==> src/rtl/nts_pkg.sv <==
// nts_pkg: shared constants, request and status types for the nearest texture sampler
// no dependencies; imported by every rtl module of the sampler
`default_nettype none

package nts_pkg;

  // storage and coordinate format
  localparam int unsigned MAX_TEXELS      = 65536;
  localparam int unsigned COORD_FRAC_BITS = 16;
  localparam int unsigned TEX_AW          = $clog2(MAX_TEXELS);

  // fixed field widths
  localparam int unsigned DIM_W     = 17;
  localparam int unsigned POS_W     = 16;
  localparam int unsigned COORD_W   = 32;
  localparam int unsigned TEXEL_W   = 32;
  localparam int unsigned LOAD_AW   = 16;
  localparam int unsigned IDX_W     = POS_W + DIM_W + 1;
  localparam int unsigned CFG_IDX_W = 2;

  // register indexes
  localparam logic [CFG_IDX_W-1:0] REG_TEX_WIDTH  = CFG_IDX_W'(0);
  localparam logic [CFG_IDX_W-1:0] REG_TEX_HEIGHT = CFG_IDX_W'(1);

  localparam logic [TEXEL_W-1:0] OPAQUE_WHITE = {TEXEL_W{1'b1}};

  // queue between front and back, and result buffer
  localparam int unsigned Q_DEPTH  = 2;
  localparam int unsigned Q_AW     = $clog2(Q_DEPTH);
  localparam int unsigned OB_DEPTH = 4;
  localparam int unsigned OB_AW    = $clog2(OB_DEPTH);
  localparam int unsigned OB_CW    = $clog2(OB_DEPTH + 1);

  typedef struct packed {
    logic [DIM_W-1:0] width;
    logic [DIM_W-1:0] height;
  } cfg_t;

  // classified request handed from front to back
  typedef struct packed {
    logic               is_load;
    logic               dflt;
    logic [LOAD_AW-1:0] load_addr;
    logic [TEXEL_W-1:0] texel;
    logic [POS_W-1:0]   col;
    logic [POS_W-1:0]   row;
  } cmd_t;

  typedef struct packed {
    logic f1_valid;
    logic f2_valid;
  } fe_status_t;

  typedef struct packed {
    logic             a_valid;
    logic             mem_valid;
    logic [OB_CW-1:0] ob_count;
  } bk_status_t;

endpackage

`default_nettype wire

==> src/rtl/nts_queue.sv <==
// nts_queue: short request queue decoupling the front from the back
// depends on nts_pkg
`default_nettype none

module nts_queue import nts_pkg::*; (
  input  logic clk_i,
  input  logic rst_ni,
  input  logic push_i,
  input  cmd_t data_i,
  output logic full_o,
  input  logic pop_i,
  output cmd_t data_o,
  output logic empty_o
);

  cmd_t              slot_q [Q_DEPTH];
  logic [Q_AW-1:0]   wr_ptr_q, rd_ptr_q;
  logic [Q_AW:0]     count_q;
  logic              do_push, do_pop;

  assign full_o  = count_q == (Q_AW + 1)'(Q_DEPTH);
  assign empty_o = count_q == '0;
  assign do_push = push_i && !full_o;
  assign do_pop  = pop_i && !empty_o;
  assign data_o  = slot_q[rd_ptr_q];

  always_ff @(posedge clk_i or negedge rst_ni) begin
    if (!rst_ni) begin
      wr_ptr_q <= '0;
      rd_ptr_q <= '0;
      count_q  <= '0;
    end else begin
      if (do_push) begin
        wr_ptr_q <= wr_ptr_q + Q_AW'(1);
      end
      if (do_pop) begin
        rd_ptr_q <= rd_ptr_q + Q_AW'(1);
      end
      if (do_push && !do_pop) begin
        count_q <= count_q + (Q_AW + 1)'(1);
      end else if (do_pop && !do_push) begin
        count_q <= count_q - (Q_AW + 1)'(1);
      end
    end
  end

  always_ff @(posedge clk_i) begin
    if (do_push) begin
      slot_q[wr_ptr_q] <= data_i;
    end
  end

endmodule

`default_nettype wire

==> config.mk <==
export PLATFORM = sky130hd
export DESIGN_NAME = nts_queue
export DESIGN_NICKNAME = d
export VERILOG_FILES = /design/src/rtl/nts_pkg.sv /design/src/rtl/nts_queue.sv
export SDC_FILE = /design/constraint.sdc
export NUM_CORES = 1
export LEC_CHECK = 0
export BUFFER_PORTS_ARGS = -buffer_cell sky130_fd_sc_hd__buf_2
export CAP_MARGIN = 20
export CORE_UTILIZATION = 50
export DETAILED_ROUTE_END_ITERATION = 12
export PLACE_DENSITY = 0.84
export SYNTH_ARGS = -nofsm -noshare
export SYNTH_HDL_FRONTEND = slang
export SYNTH_SLANG_ARGS = --single-unit
==> constraint.sdc <==
create_clock -name clk_i -period 13.75 [get_ports clk_i]
set_input_delay 1.375 -clock clk_i [delete_from_list [all_inputs] [get_ports clk_i]]
set_output_delay 1.375 -clock clk_i [all_outputs]
set_load 0.01 [all_outputs]
### Yosys cells after proc, flatten, opt, wreduce, memory -nomap -nowiden

Memories as Yosys holds them, arrays and structs flattened.
Cells that the tools add are included.

* add/subtract/negate cells: 4
* equality and inequality tests: 1
* mux-type cells: 4
* reduce and logical (&&, ||, !) cells: 10

Operators by type and width (count)
* 1-bit logical AND: 4
* 1-bit zero test: 4
* 2-bit 2-to-1 mux: 2
* 1-bit adder, second input constant: 2
* 2-bit by 1-bit adder with 2-bit output, second input constant: 1
* 2-bit == test, second input constant: 1
* 2-bit zero test: 1
* 1-bit 2-to-1 mux: 2
* 2-bit nonzero test: 1
* 2-bit by 1-bit subtractor with 2-bit output, second input constant: 1

* flip-flop bits (word level): 4
* RAM bits: 164
* input port bits: 86
* output and inout port bits: 84
* word-level logic and storage cells: 23
* memories: 1

Memories
* slot_q: words 2, width 82, rd ports 1, clocked after memory_dff 0, write ports 1, RTL line nts_queue.sv:16 `cmd_t slot_q [Q_DEPTH];`

### Longest topological paths before layout

* word-level depth: 7
* gate-level depth with buffers: 7
* depth with buffers taken out: 7

### Worst setup path after synthesis

No wires, ideal clock.

* path kind: input-to-reg
* from: input push_i
* to: memory slot_q[0][0] in the netlist's numbering, enable pin
* library setup time: 0.523 ns
* arrival: 4.883 ns
* data required time: 13.227 ns
* path slack: 8.344 ns
* stages on the path: 2
* buffers on the path: 0
* path through: nand2_1 -> nor2_1

* longest elaborated chain between the ends: 3

Ends and longest elaborated chain
* start: declaration: RTL line nts_queue.sv:8 `input logic push_i,`
* 1-bit logical AND: RTL line nts_queue.sv:23 `assign do_push = push_i && !full_o;`
* 1-bit 2-to-1 mux: RTL line nts_queue.sv:48 `if (do_push) begin`
* 1-bit 2-to-1 mux (not written as such): RTL line nts_queue.sv:49 `slot_q[wr_ptr_q] <= data_i;`
* end: declaration: RTL line nts_queue.sv:16

No other way between the ends.

==> key figures <==
Run status
  – Outcome: completed

Synthesis
  – Top-count cell post-synth: edfxtp_1
  – Top_reg_cell synth: edfxtp_1
  – Synth top area share: 0.762
  – Synth warnings: 0
  – Synth Instances: roughly 270
  – #FFs+latches synth: between 150 and 200
  – Synth area leader: edfxtp_1
  – Register area share after synthesis: 0.777
  – Yosys cell types: 16
  – Area contributors post-synth: edfxtp_1, mux2_4, buf_12
  – Ys async rst share: 0.0238
  – EDFF count, synth: 164
  – Syn avg cell area: roughly 24 µm²
  – Synthesized area: 6460 µm²
  – Post-Syn Nets: 361
  – Synth top cells by count: edfxtp_1, mux2_4, mux2_2

Power and ir drop
  – Switching power: 0.487 mW
  – Cell Pwr Density: 214 nW/µm²
  – Gate power share: 0.303
  – Static Leak: 3.20 nW
  – Seq pwr share: 0.446
  – Sw Ratio: 0.285
  – Clock Power Share: 0.251
  – Power, Total: between 1.5 and 2 mW
  – Int Power: 1.22 mW
  – Peak supply drop: about 0.14 mV

Clock tree
  – Clk sinks: 168
  – Hold bufs inserted after CTS: 0
  – Clock transition at path regs: ~0.060 ns
  – CTS Root Cell: clkbuf_16
  – CTS Buffer Depth: 2
  – TritonCTS clock tree: done
  – Post-CTS Setup Bufs: 0
  – Clock latency on the worst-skew pair: approximately 0.41 ns
  – Htree depth: 4
  – CTS-repair resized insts: 0
  – Num CTS Buffers: 17

Worst setup path
  – Critical Path AT: ~2.6 ns
  – Reg2reg path depth: 5
  – Reg-to-reg endpoint: slot_q[0][58]
  – Critical Path Start Type: flop
  – Reg2Reg Setup Slack: 11.48 ns
  – Maximum fanout along the worst path: 45
  – Crit path kind: reg2out
  – CP Capture Type: output pin
  – RR Startpoint: count_q[0]
  – Req. time, crit path: 12.38 ns

Detailed routing
  – Post-route ant nets: 0
  – Router iterations before antenna repair: 4
  – Wire length per cell: about 16 µm
  – Number of DRC markers in iteration 0: 139
  – Drt drc: 0
  – Vias: 3091
  – DRT Wirelength: 10600 µm
  – DR vias/cell: 4.81

Timing
  – Highest Clock Rate: 251 MHz
  – RSZ-0062 raised after global routing: no
  – Setup TNS: 0 ns
  – Final hold vios: 0
  – Crit path time final: 3.99 ns
  – Final Skew: around 0.006 ns
  – Tightest Pin Transition: 0.772 ns
  – Min Hold Slack: 0.558 ns
  – Slew Viols, Final: 0
  – Final setup fails: 0
  – Relative max-transition margin: 0.485
  – Final critical-path share of the clock period: 0.290

Cells and area
  – Nets: 544
  – Final core occ: 0.633
  – # fillers: 917
  – Share of cells above drive strength 1: 0.609
  – Multi-input gate area: 1290 µm²
  – Area growth from synthesis to layout: 23.6%
  – Sequential Area: approximately 5000 µm²

Global routing
  – Initial antenna violation count: 1
  – Global-route wire length before repair: 15600 µm
  – GRT overflow: 0
  – Largest net degree at the start of global routing: 83
  – Number of global-route vias before repair: 3183
  – GRT Resource Usage Total: 0.163

Floorplan
  – Core box area: 12600 µm²
  – Die ar.: approximately 13000 µm²
  – Number of core rows: 41
  – Die W: between 100 and 150 µm
  – Die height: between 100 and 150 µm
  – Io pins: 170
  – Initial core utilization: 0.512

Placement
  – HPWL reported at the end of detailed placement: 6840 µm
  – I/O Buffers: 169
  – Routability cong.: between 0.6 and 0.7

Hold path
  – Worst hold-check path type: reg2reg
  – Hold path startpoint: count_q[1]
  – Hold depth: 1
  – Worst Hold Path EP: count_q[1]

Flow run
  – Max Cap Violations: 0
[cells by family after synthesis]
| kind of cell | count (synthesis) | synth area share |
|---|---|---|
| mux | 82 | 0.184 |
| simple gates | 6 | 0.00426 |
| buf+inv | 11 | 0.0254 |
| flops | 168 | 0.777 |
| fa+ha+maj | 1 | 0.00194 |
| xor+xnor | 5 | 0.00678 |
| compound gates | 1 | 0.000774 |
[stage by stage]
step           setup slack [ns]  instance area [µm²]  instances
5_1_grt                    9.60                 7990        643
4_1_cts                    9.70                 7940        640
2_1_floorplan              8.34                 6460        274
3_3_place_gp              10.19                 7400        608
3_5_place_dp              10.16                 7400        608
6_report                   9.76                 7990        643
[cell usage in the layout, fill, tap and decap left out]
cell type and count:
and3_4 1, buf_12 1, buf_16 1, buf_2 169, buf_4 2, bufinv_16 1, clkbuf_1 1, clkbuf_16 17
clkinv_1 3, clkinv_2 4, clkinv_4 3, clkinvlp_4 3, dfrtp_1 3, dfrtp_4 1, diode_2 1, edfxtp_1 164
ha_1 1, inv_1 2, mux2_2 12, mux2_4 70, nand2_1 1, nand2b_1 1, nor2_1 2, nor2_4 1
o21ai_0 1, xnor2_1 3, xor2_1 2
[per-layer routing]
| layer | wire, µm | GRT usage |
|---|---|---|
| met4 | 229 | 0.0872 |
| met2 | 5460 | 0.273 |
| met5 | 0 | 0 |
| met1 | 4190 | 0.180 |
| met3 | 688 | 0.0617 |
[layout make-up]
class                           count  area share
Inverter                            2    0.000940
Clock inverter                     14      0.0138
Sequential cell                   168       0.629
Antenna cell                        1    0.000313
Multi-Input combinational cell     95       0.161
Tap cell                          172      0.0269
Timing Repair Buffer              173       0.114
Clock buffer                       18      0.0537
[power groups by stage]
stage	sequential, mW	clock (mW)	combinational (mW)
after floorplan	0.745	0	0.418
after global placement	0.768	0	0.508
after detailed placement	0.777	0	0.516
after CTS	0.767	0.437	0.518
after global routing	0.775	0.460	0.561
final	0.763	0.429	0.519
[registers in the layout, indices dropped and copies added (netlist names)]
signal,count
count_q,2
wr_ptr_q,1
rd_ptr_q,1
slot_q,164
[how the worst max path moves through the flow]
stage                   from           end  slack [ns]  cells past startpoint
CTS                 rd_ptr_q    data_o[56]        9.70                      3
finish              rd_ptr_q    data_o[56]        9.76                      3
detailed placement  rd_ptr_q    data_o[56]       10.16                      3
global route        rd_ptr_q    data_o[51]        9.60                      3
floorplan             push_i  slot_q[0][0]        8.34                      2
global placement    rd_ptr_q    data_o[58]       10.19                      3
[critical path, stage by stage, from the launching register on]
cell and delay, ns:
dfrtp_4 0.90, buf_4 0.74, mux2_2 0.41, buf_2 0.14
No activity file was read; power rests on OpenSTA's default activity.
