--- src/rtl/nts_pkg.sv ---
// nts_pkg: shared constants, request and status types for the nearest texture sampler
// no dependencies; imported by every rtl module of the sampler
`default_nettype none

package nts_pkg;

  // storage and coordinate format
  localparam int unsigned MAX_TEXELS      = 65536;
  localparam int unsigned COORD_FRAC_BITS = 16;
  localparam int unsigned TEX_AW          = $clog2(MAX_TEXELS);

  // fixed field widths
  localparam int unsigned DIM_W     = 17;
  localparam int unsigned POS_W     = 16;
  localparam int unsigned COORD_W   = 32;
  localparam int unsigned TEXEL_W   = 32;
  localparam int unsigned LOAD_AW   = 16;
  localparam int unsigned IDX_W     = POS_W + DIM_W + 1;
  localparam int unsigned CFG_IDX_W = 2;

  // register indexes
  localparam logic [CFG_IDX_W-1:0] REG_TEX_WIDTH  = CFG_IDX_W'(0);
  localparam logic [CFG_IDX_W-1:0] REG_TEX_HEIGHT = CFG_IDX_W'(1);

  localparam logic [TEXEL_W-1:0] OPAQUE_WHITE = {TEXEL_W{1'b1}};

  // queue between front and back, and result buffer
  localparam int unsigned Q_DEPTH  = 2;
  localparam int unsigned Q_AW     = $clog2(Q_DEPTH);
  localparam int unsigned OB_DEPTH = 4;
  localparam int unsigned OB_AW    = $clog2(OB_DEPTH);
  localparam int unsigned OB_CW    = $clog2(OB_DEPTH + 1);

  typedef struct packed {
    logic [DIM_W-1:0] width;
    logic [DIM_W-1:0] height;
  } cfg_t;

  // classified request handed from front to back
  typedef struct packed {
    logic               is_load;
    logic               dflt;
    logic [LOAD_AW-1:0] load_addr;
    logic [TEXEL_W-1:0] texel;
    logic [POS_W-1:0]   col;
    logic [POS_W-1:0]   row;
  } cmd_t;

  typedef struct packed {
    logic f1_valid;
    logic f2_valid;
  } fe_status_t;

  typedef struct packed {
    logic             a_valid;
    logic             mem_valid;
    logic [OB_CW-1:0] ob_count;
  } bk_status_t;

endpackage

`default_nettype wire

--- src/rtl/nts_front.sv ---
// nts_front: accepts requests, flags default cases, wraps, scales and clamps coordinates
// depends on nts_pkg; feeds nts_queue
`default_nettype none

module nts_front import nts_pkg::*; (
  input  logic                      clk_i,
  input  logic                      rst_ni,
  input  cfg_t                      cfg_i,
  input  logic                      push,
  output logic                      full,
  input  logic                      kind_i,
  input  logic        [LOAD_AW-1:0] load_address_i,
  input  logic        [TEXEL_W-1:0] load_texel_i,
  input  logic signed [COORD_W-1:0] coord_u_i,
  input  logic signed [COORD_W-1:0] coord_v_i,
  input  logic                      coord_invalid_i,
  output logic                      q_push_o,
  output cmd_t                      q_data_o,
  input  logic                      q_full_i,
  output fe_status_t                status_o
);

  localparam int unsigned PX_W   = COORD_FRAC_BITS + DIM_W;
  localparam int unsigned PY_W   = COORD_FRAC_BITS + 1 + DIM_W;
  localparam int unsigned AREA_W = 2 * DIM_W;

  logic [COORD_FRAC_BITS-1:0] frac_u, frac_v;
  logic [COORD_FRAC_BITS:0]   flip_v;
  logic [PX_W-1:0]            prod_x;
  logic [PY_W-1:0]            prod_y;
  logic [AREA_W-1:0]          area;
  logic                       oversize, dflt, accept;
  logic                       f1_ready, f2_ready;

  logic                 f1_valid_q;
  logic                 f1_is_load_q, f1_dflt_q;
  logic [LOAD_AW-1:0]   f1_addr_q;
  logic [TEXEL_W-1:0]   f1_texel_q;
  logic [DIM_W-1:0]     f1_col_q;
  logic [DIM_W:0]       f1_row_q;

  logic [DIM_W-1:0]     col_lim, col_sel;
  logic [DIM_W:0]       row_lim, row_sel;
  cmd_t                 f2_d, f2_q;
  logic                 f2_valid_q;

  // repeat wrap: keep the fraction bits, flip v
  assign frac_u = coord_u_i[COORD_FRAC_BITS-1:0];
  assign frac_v = coord_v_i[COORD_FRAC_BITS-1:0];
  assign flip_v = {1'b1, {COORD_FRAC_BITS{1'b0}}} - {1'b0, frac_v};

  assign prod_x = PX_W'(frac_u) * PX_W'(cfg_i.width);
  assign prod_y = PY_W'(flip_v) * PY_W'(cfg_i.height);
  assign area   = AREA_W'(cfg_i.width) * AREA_W'(cfg_i.height);

  assign oversize = area > AREA_W'(MAX_TEXELS);
  assign dflt     = (cfg_i.width == '0) || (cfg_i.height == '0) || coord_invalid_i || oversize;

  assign f2_ready = !f2_valid_q || !q_full_i;
  assign f1_ready = !f1_valid_q || f2_ready;
  assign accept   = push && f1_ready;
  assign full     = !f1_ready;

  always_ff @(posedge clk_i or negedge rst_ni) begin
    if (!rst_ni) begin
      f1_valid_q <= 1'b0;
    end else if (f1_ready) begin
      f1_valid_q <= push;
    end
  end

  always_ff @(posedge clk_i) begin
    if (accept) begin
      f1_is_load_q <= !kind_i;
      f1_dflt_q    <= dflt;
      f1_addr_q    <= load_address_i;
      f1_texel_q   <= load_texel_i;
      f1_col_q     <= prod_x[PX_W-1:COORD_FRAC_BITS];
      f1_row_q     <= prod_y[PY_W-1:COORD_FRAC_BITS];
    end
  end

  // clamp to last column and row
  always_comb begin
    col_lim = cfg_i.width - DIM_W'(1);
    row_lim = {1'b0, cfg_i.height - DIM_W'(1)};
    col_sel = (f1_col_q > col_lim) ? col_lim : f1_col_q;
    row_sel = (f1_row_q > row_lim) ? row_lim : f1_row_q;
    f2_d.is_load   = f1_is_load_q;
    f2_d.dflt      = f1_dflt_q;
    f2_d.load_addr = f1_addr_q;
    f2_d.texel     = f1_texel_q;
    f2_d.col       = col_sel[POS_W-1:0];
    f2_d.row       = row_sel[POS_W-1:0];
  end

  always_ff @(posedge clk_i or negedge rst_ni) begin
    if (!rst_ni) begin
      f2_valid_q <= 1'b0;
    end else if (f2_ready) begin
      f2_valid_q <= f1_valid_q;
    end
  end

  always_ff @(posedge clk_i) begin
    if (f2_ready && f1_valid_q) begin
      f2_q <= f2_d;
    end
  end

  assign q_push_o = f2_valid_q && !q_full_i;
  assign q_data_o = f2_q;

  assign status_o.f1_valid = f1_valid_q;
  assign status_o.f2_valid = f2_valid_q;

endmodule

`default_nettype wire

--- config.mk ---
export PLATFORM = sky130hd
export DESIGN_NAME = nts_front
export DESIGN_NICKNAME = d
export VERILOG_FILES = /design/src/rtl/nts_pkg.sv /design/src/rtl/nts_front.sv
export SDC_FILE = /design/constraint.sdc
export NUM_CORES = 2
export LEC_CHECK = 0
export ABC_AREA = 1
export CAP_MARGIN = 20
export CORE_MARGIN = 2
export CORE_UTILIZATION = 45
export CTS_CLUSTER_DIAMETER = 150
export DETAILED_ROUTE_END_ITERATION = 6
export DONT_BUFFER_PORTS = 1
export PLACE_DENSITY_LB_ADDON = 0.3
export SKIP_CTS_REPAIR_TIMING = 1
export SYNTH_ARGS = -nofsm -noshare
export SYNTH_HDL_FRONTEND = slang
export SYNTH_SLANG_ARGS = --single-unit
--- constraint.sdc ---
create_clock -name clk_i -period 5.2 [get_ports clk_i]
set_input_delay 1.04 -clock clk_i [delete_from_list [all_inputs] [get_ports clk_i]]
set_output_delay 1.04 -clock clk_i [all_outputs]
set_load 0.02 [all_outputs]
# Word-level counts from Yosys, hierarchy flattened
# Index checks and enable logic that the tools add are counted.
op_classes:
  n_addsub: 3
  mul: 3
  n_div: 0
  n_lt_le_gt_ge: 3
  n_eq_ne: 0
  shifts: 0
  muxes: 2
  bitwise_logic: 0
  reduce_logical: 15
ops:
  columns: ["cell", "count"]
  rows:
  - ["$mul A17 B17 Y34", 2]
  - ["$gt A34 B17 Y1 const B", 1]
  - ["$logic_not A17 Y1", 2]
  - ["$sub A17 B1 Y17 const B", 2]
  - ["$mul A16 B17 Y33", 1]
  - ["$mux W16", 2]
  - ["$gt A18 B17 Y1", 1]
  - ["$gt A17 B17 Y1", 1]
  - ["$sub A17 B16 Y17 const A", 1]
  - ["$logic_not A1 Y1", 5]
  - ["$logic_or A1 B1 Y1", 5]
  - ["$logic_and A1 B1 Y1", 3]
word_totals:
  register_bits: 169
  latch_bits: 0
  ram_bits: 0
  rom_bits: 0
  output_inout_bits: 86
  elab_cells: 40
  mem_count: 0

# Depth between registers and ports, before layout
depth:
  ltp_word: 4
  depth_mapped: 37
  ltp_nobuf: 35

# Worst setup path after synthesis
# Ideal clock, no wire load.
synth_path:
  path_kind: "input port to flip-flop"
  startpoint: "input port coord_v_i[0]"
  endpoint: "register f1_row_q[14] (data pin)"
  setup_time_ns: 0.252
  arrival_ns: 6.964
  setup_slack_ns: -2.017
  path_stages: 35
  cell_sequence: "buf_6 -> inv_1 -> ha_1 -> nand2_1 -> nor2_1 -> inv_2 -> nor2_1 -> nand2_1 -> nor2_1 -> nand2_1 -> o21ai_0 -> nand2_1 -> inv_1 -> buf_2 -> nand2_1 -> fa_1 -> inv_1 -> fa_1 -> inv_1 -> fa_1 -> inv_1 -> fa_1 -> inv_1 -> fa_1 -> inv_1 -> fa_1 -> ha_1 -> a21oi_1 -> o21ai_0 -> a21oi_1 -> nor2_1 -> a211oi_1 -> nand2_1 -> nand2_1 -> nand2_1"
synth_via:
  elab_chain_len: 2
synth_lines:
  columns: ["element", "line_no", "text"]
  rows:
  - ["start: declaration", "nts_front.sv:15", "input logic signed [COORD_W-1:0] coord_v_i,"]
  - ["$sub A17 B16 Y17", "nts_front.sv:50", "assign flip_v = {1'b1, {COORD_FRAC_BITS{1'b0}}} - {1'b0, frac_v};"]
  - ["$mul A17 B17 Y34", "nts_front.sv:53", "assign prod_y = PY_W'(flip_v) * PY_W'(cfg_i.height);"]
  - ["via prod_y[30]", "nts_front.sv:30", "logic [PY_W-1:0] prod_y;"]
  - ["end signal: assignment", "nts_front.sv:79", "f1_row_q <= prod_y[PY_W-1:COORD_FRAC_BITS];"]
  - ["end: declaration", "nts_front.sv:40", "logic [DIM_W:0] f1_row_q;"]
# The timed path passes the listed nets, and every way through them passes these cells.
# A chain may end at the register's enable or synchronous reset.

# Worst setup path after layout
layout_path:
  startpoint: "input port coord_v_i[0]"
  endpoint: "register f1_row_q[17] (data pin)"
# The elaborated chain is that of the path after synthesis.

==> flow_metrics.env <==
export IMPL_status="finished with violations"
export IMPL_violations="setup timing"
export IMPL_place_area_mm2=0.0400
export IMPL_syn_to_final_growth_pct=15.5
export IMPL_synthTopCellsByArea="fa_1, edfxtp_1, inv_1, nand2_1, ha_1"
export IMPL_grt_total_usage_pct=25.1
export IMPL_wl_per_cell_um=17.4
export IMPL_crit_path_max_incr_delay_ps=570
export IMPL_port_buffer_count=0
export IMPL_drt_vias_per_instance=5.02
export IMPL_cpMaxStageDelayCell="fa_1"
export IMPL_fmax_mhz=149
export IMPL_wl_met3_mm=5.79
export IMPL_clkLatencyLatePin_ps=490
export IMPL_met1_length_mm=41.0
export IMPL_slew_headroom_pct=30.6
export IMPL_die_area_mm2=0.0829
export IMPL_drv_cap=0
export IMPL_fin_area_mm2=0.0419
export IMPL_rsz0062_at_grt="yes"
export IMPL_finalNetCount=5847
export IMPL_die_h_um=288
export IMPL_synth_top_area_cell="fa_1"
export IMPL_gr_total_overflow=0
export IMPL_finalHoldViolCount=0
export IMPL_dp_slack_ps=-2120
export IMPL_num_io_pins=238
export IMPL_numClockSinks=169
export IMPL_critical_path_endpoint="f1_row_q[17]"
export IMPL_synth_async_reset_ratio_pct=1.18
export IMPL_stdcell_count=5763
export IMPL_seq_area_mm2=0.00506
export IMPL_cts_buffers=17
export IMPL_hold_path_class="primary input to asynchronous set/reset pin"
export IMPL_start_util_pct=45.3
export IMPL_ys_flop_type="edfxtp_1"
export IMPL_gp_congestion=0.959
export IMPL_htreeDepth=4
export IMPL_clk_pin_slew_ps=70
export IMPL_drive_gt1_share_pct=15.7
export IMPL_finalSetupViolations=34
export IMPL_hpwl_mm=80.8
export IMPL_setup_slack_ps=-1500
export IMPL_grt_max_degree=41
export IMPL_path_common_cell="fa_1"
export IMPL_r2r_setup_slack_ps=2520
export IMPL_multi_input_area_mm2=0.0276
export IMPL_tightest_slew_ps=1040
export IMPL_met2_length_mm=49.7
export IMPL_final_period_utilization_pct=129
export IMPL_ys_warn_count=0
export IMPL_setup_worst_path_start="coord_v_i[0]"
export IMPL_syn_cell_area_mm2=0.0363
export IMPL_synthCells=4521
export IMPL_layout_cells_most_common_list="inv_1, nand2_1, fa_1"
export IMPL_grt_pass1_wl_mm=162
export IMPL_worstSetupPathType="primary input to flop"
export IMPL_ctsRootBufferMaster="clkbuf_16"
export IMPL_r2r_end="q_data_o[22]"
export IMPL_cp_data_required_time_ps=5420
export IMPL_totalWireLength_mm=100
export IMPL_cts_tree="done"
export IMPL_arrival_ps=6930
export IMPL_fillCellCount=7560
export IMPL_coreArea_mm2=0.0802
export IMPL_clock_path_buffers=2
export IMPL_crit_fanout=16
export IMPL_vias=28912
export IMPL_drv_slew=0
export IMPL_r2r_cells=12
export IMPL_drc=0
export IMPL_final_common_cell="inv_1"
export IMPL_end_kind="flop"
export IMPL_r2r_start="f1_col_q[2]"
export IMPL_grt_pass1_vias=30449
export IMPL_dr_first_iter_drc_count=1632
export IMPL_postRouteAntennaNets=0
export IMPL_synth_cell_types=50
export IMPL_synthesis_nets=5679
export IMPL_crit_path_start_kind="primary input"
export IMPL_synth_edf_count=167
export IMPL_drt_pass1_iter_count=7
export IMPL_yosys_area_top_type_share_pct=36.0
export IMPL_dp_cells=5693
export IMPL_grt_antenna_before_repair=1
export IMPL_post_route_min_period_ps=6700
export IMPL_placement_rows=104
export IMPL_die_x_um=288
export IMPL_ys_seq_area_share_pct=14.0
export IMPL_ys_seq_elements=169
export IMPL_top_layer="met4"
export IMPL_finClkSkew_ps=16.8
export IMPL_syn_avg_cell_area_um2=8.03
## per-stage QoR
stage,hold slack (ps),utilization [%],setup TNS [ps]
after global placement,400,49.8,-46240
after CTS,230,50.5,-30400
after floorplan,400,-,-38870
after detailed placement,405,49.8,-48130
after global routing,237,52.3,-33570
final,254,52.3,-27210
## cells by family (layout without fill, tap and decap cells)
family	after synthesis	count (layout)	synth area share, %
AND/OR/NAND/NOR	1589	1589	17.4
AO/OA/AOI/OAI	244	244	3.70
adder cells (fa/ha/maj)	1006	1006	48.2
XOR/XNOR	72	72	1.74
flip-flops	169	169	14.0
buffers and inverters	1441	1622	15.0
other	0	1	0
## cell type report
cell class / count / area share (%)
timing repair inverter: 1 / 0.0179
multi-input combinational: 2911 / 65.9
clock inverter: 14 / 0.319
inverter: 1250 / 11.2
antenna: 1 / 0.00597
sequential: 169 / 12.1
clock buffer: 18 / 1.02
timing repair buffer: 339 / 6.28
tap: 1060 / 3.16
## cell usage after synthesis (21+ instances only)
cell and n:
xor2_1 49, nor2_1 222, fa_1 653, nand3_1 87
clkbuf_1 148, buf_1 33, nand2_1 1195, inv_1 1246
nor3_1 33, o21ai_0 86, xnor2_1 23, a21oi_1 108
ha_1 353, nand4_1 21, edfxtp_1 167
## routing by layer
metal  GRT usage [%]  up-vias
met3            3.65      197
li1                -    13514
met4            9.37        0
met2            43.6      846
met5               0        -
met1            31.6    14355
## state kept, by name, summed over array words and instances, names as in the netlist
register      cells
f1_addr_q        16
f1_row_q         18
f1_valid_q        1
f1_is_load_q      1
f2_valid_q        1
f1_col_q         17
f1_texel_q       32
q_data_o         82
f1_dflt_q         1
## critical path: cells and delay by family
kind                     cells  cell delay, ps
adder cells (fa/ha/maj)      7            3340
AND/OR/NAND/NOR              9            1260
AO/OA/AOI/OAI                5             810
buffers and inverters        5             330
XOR/XNOR                     1             130
## worst min-delay path by stage
stage	endpoint	slack (ps)
floorplan	q_data_o[32]	400
global placement	q_data_o[36]	400
detailed placement	q_data_o[50]	400
CTS	f1_valid_q	230
global route	f1_valid_q	240
finish	f1_valid_q	250
Power is left out: the tool's default activity adds up to more than one toggle a clock period on the data nets, which glitch-free logic cannot reach.
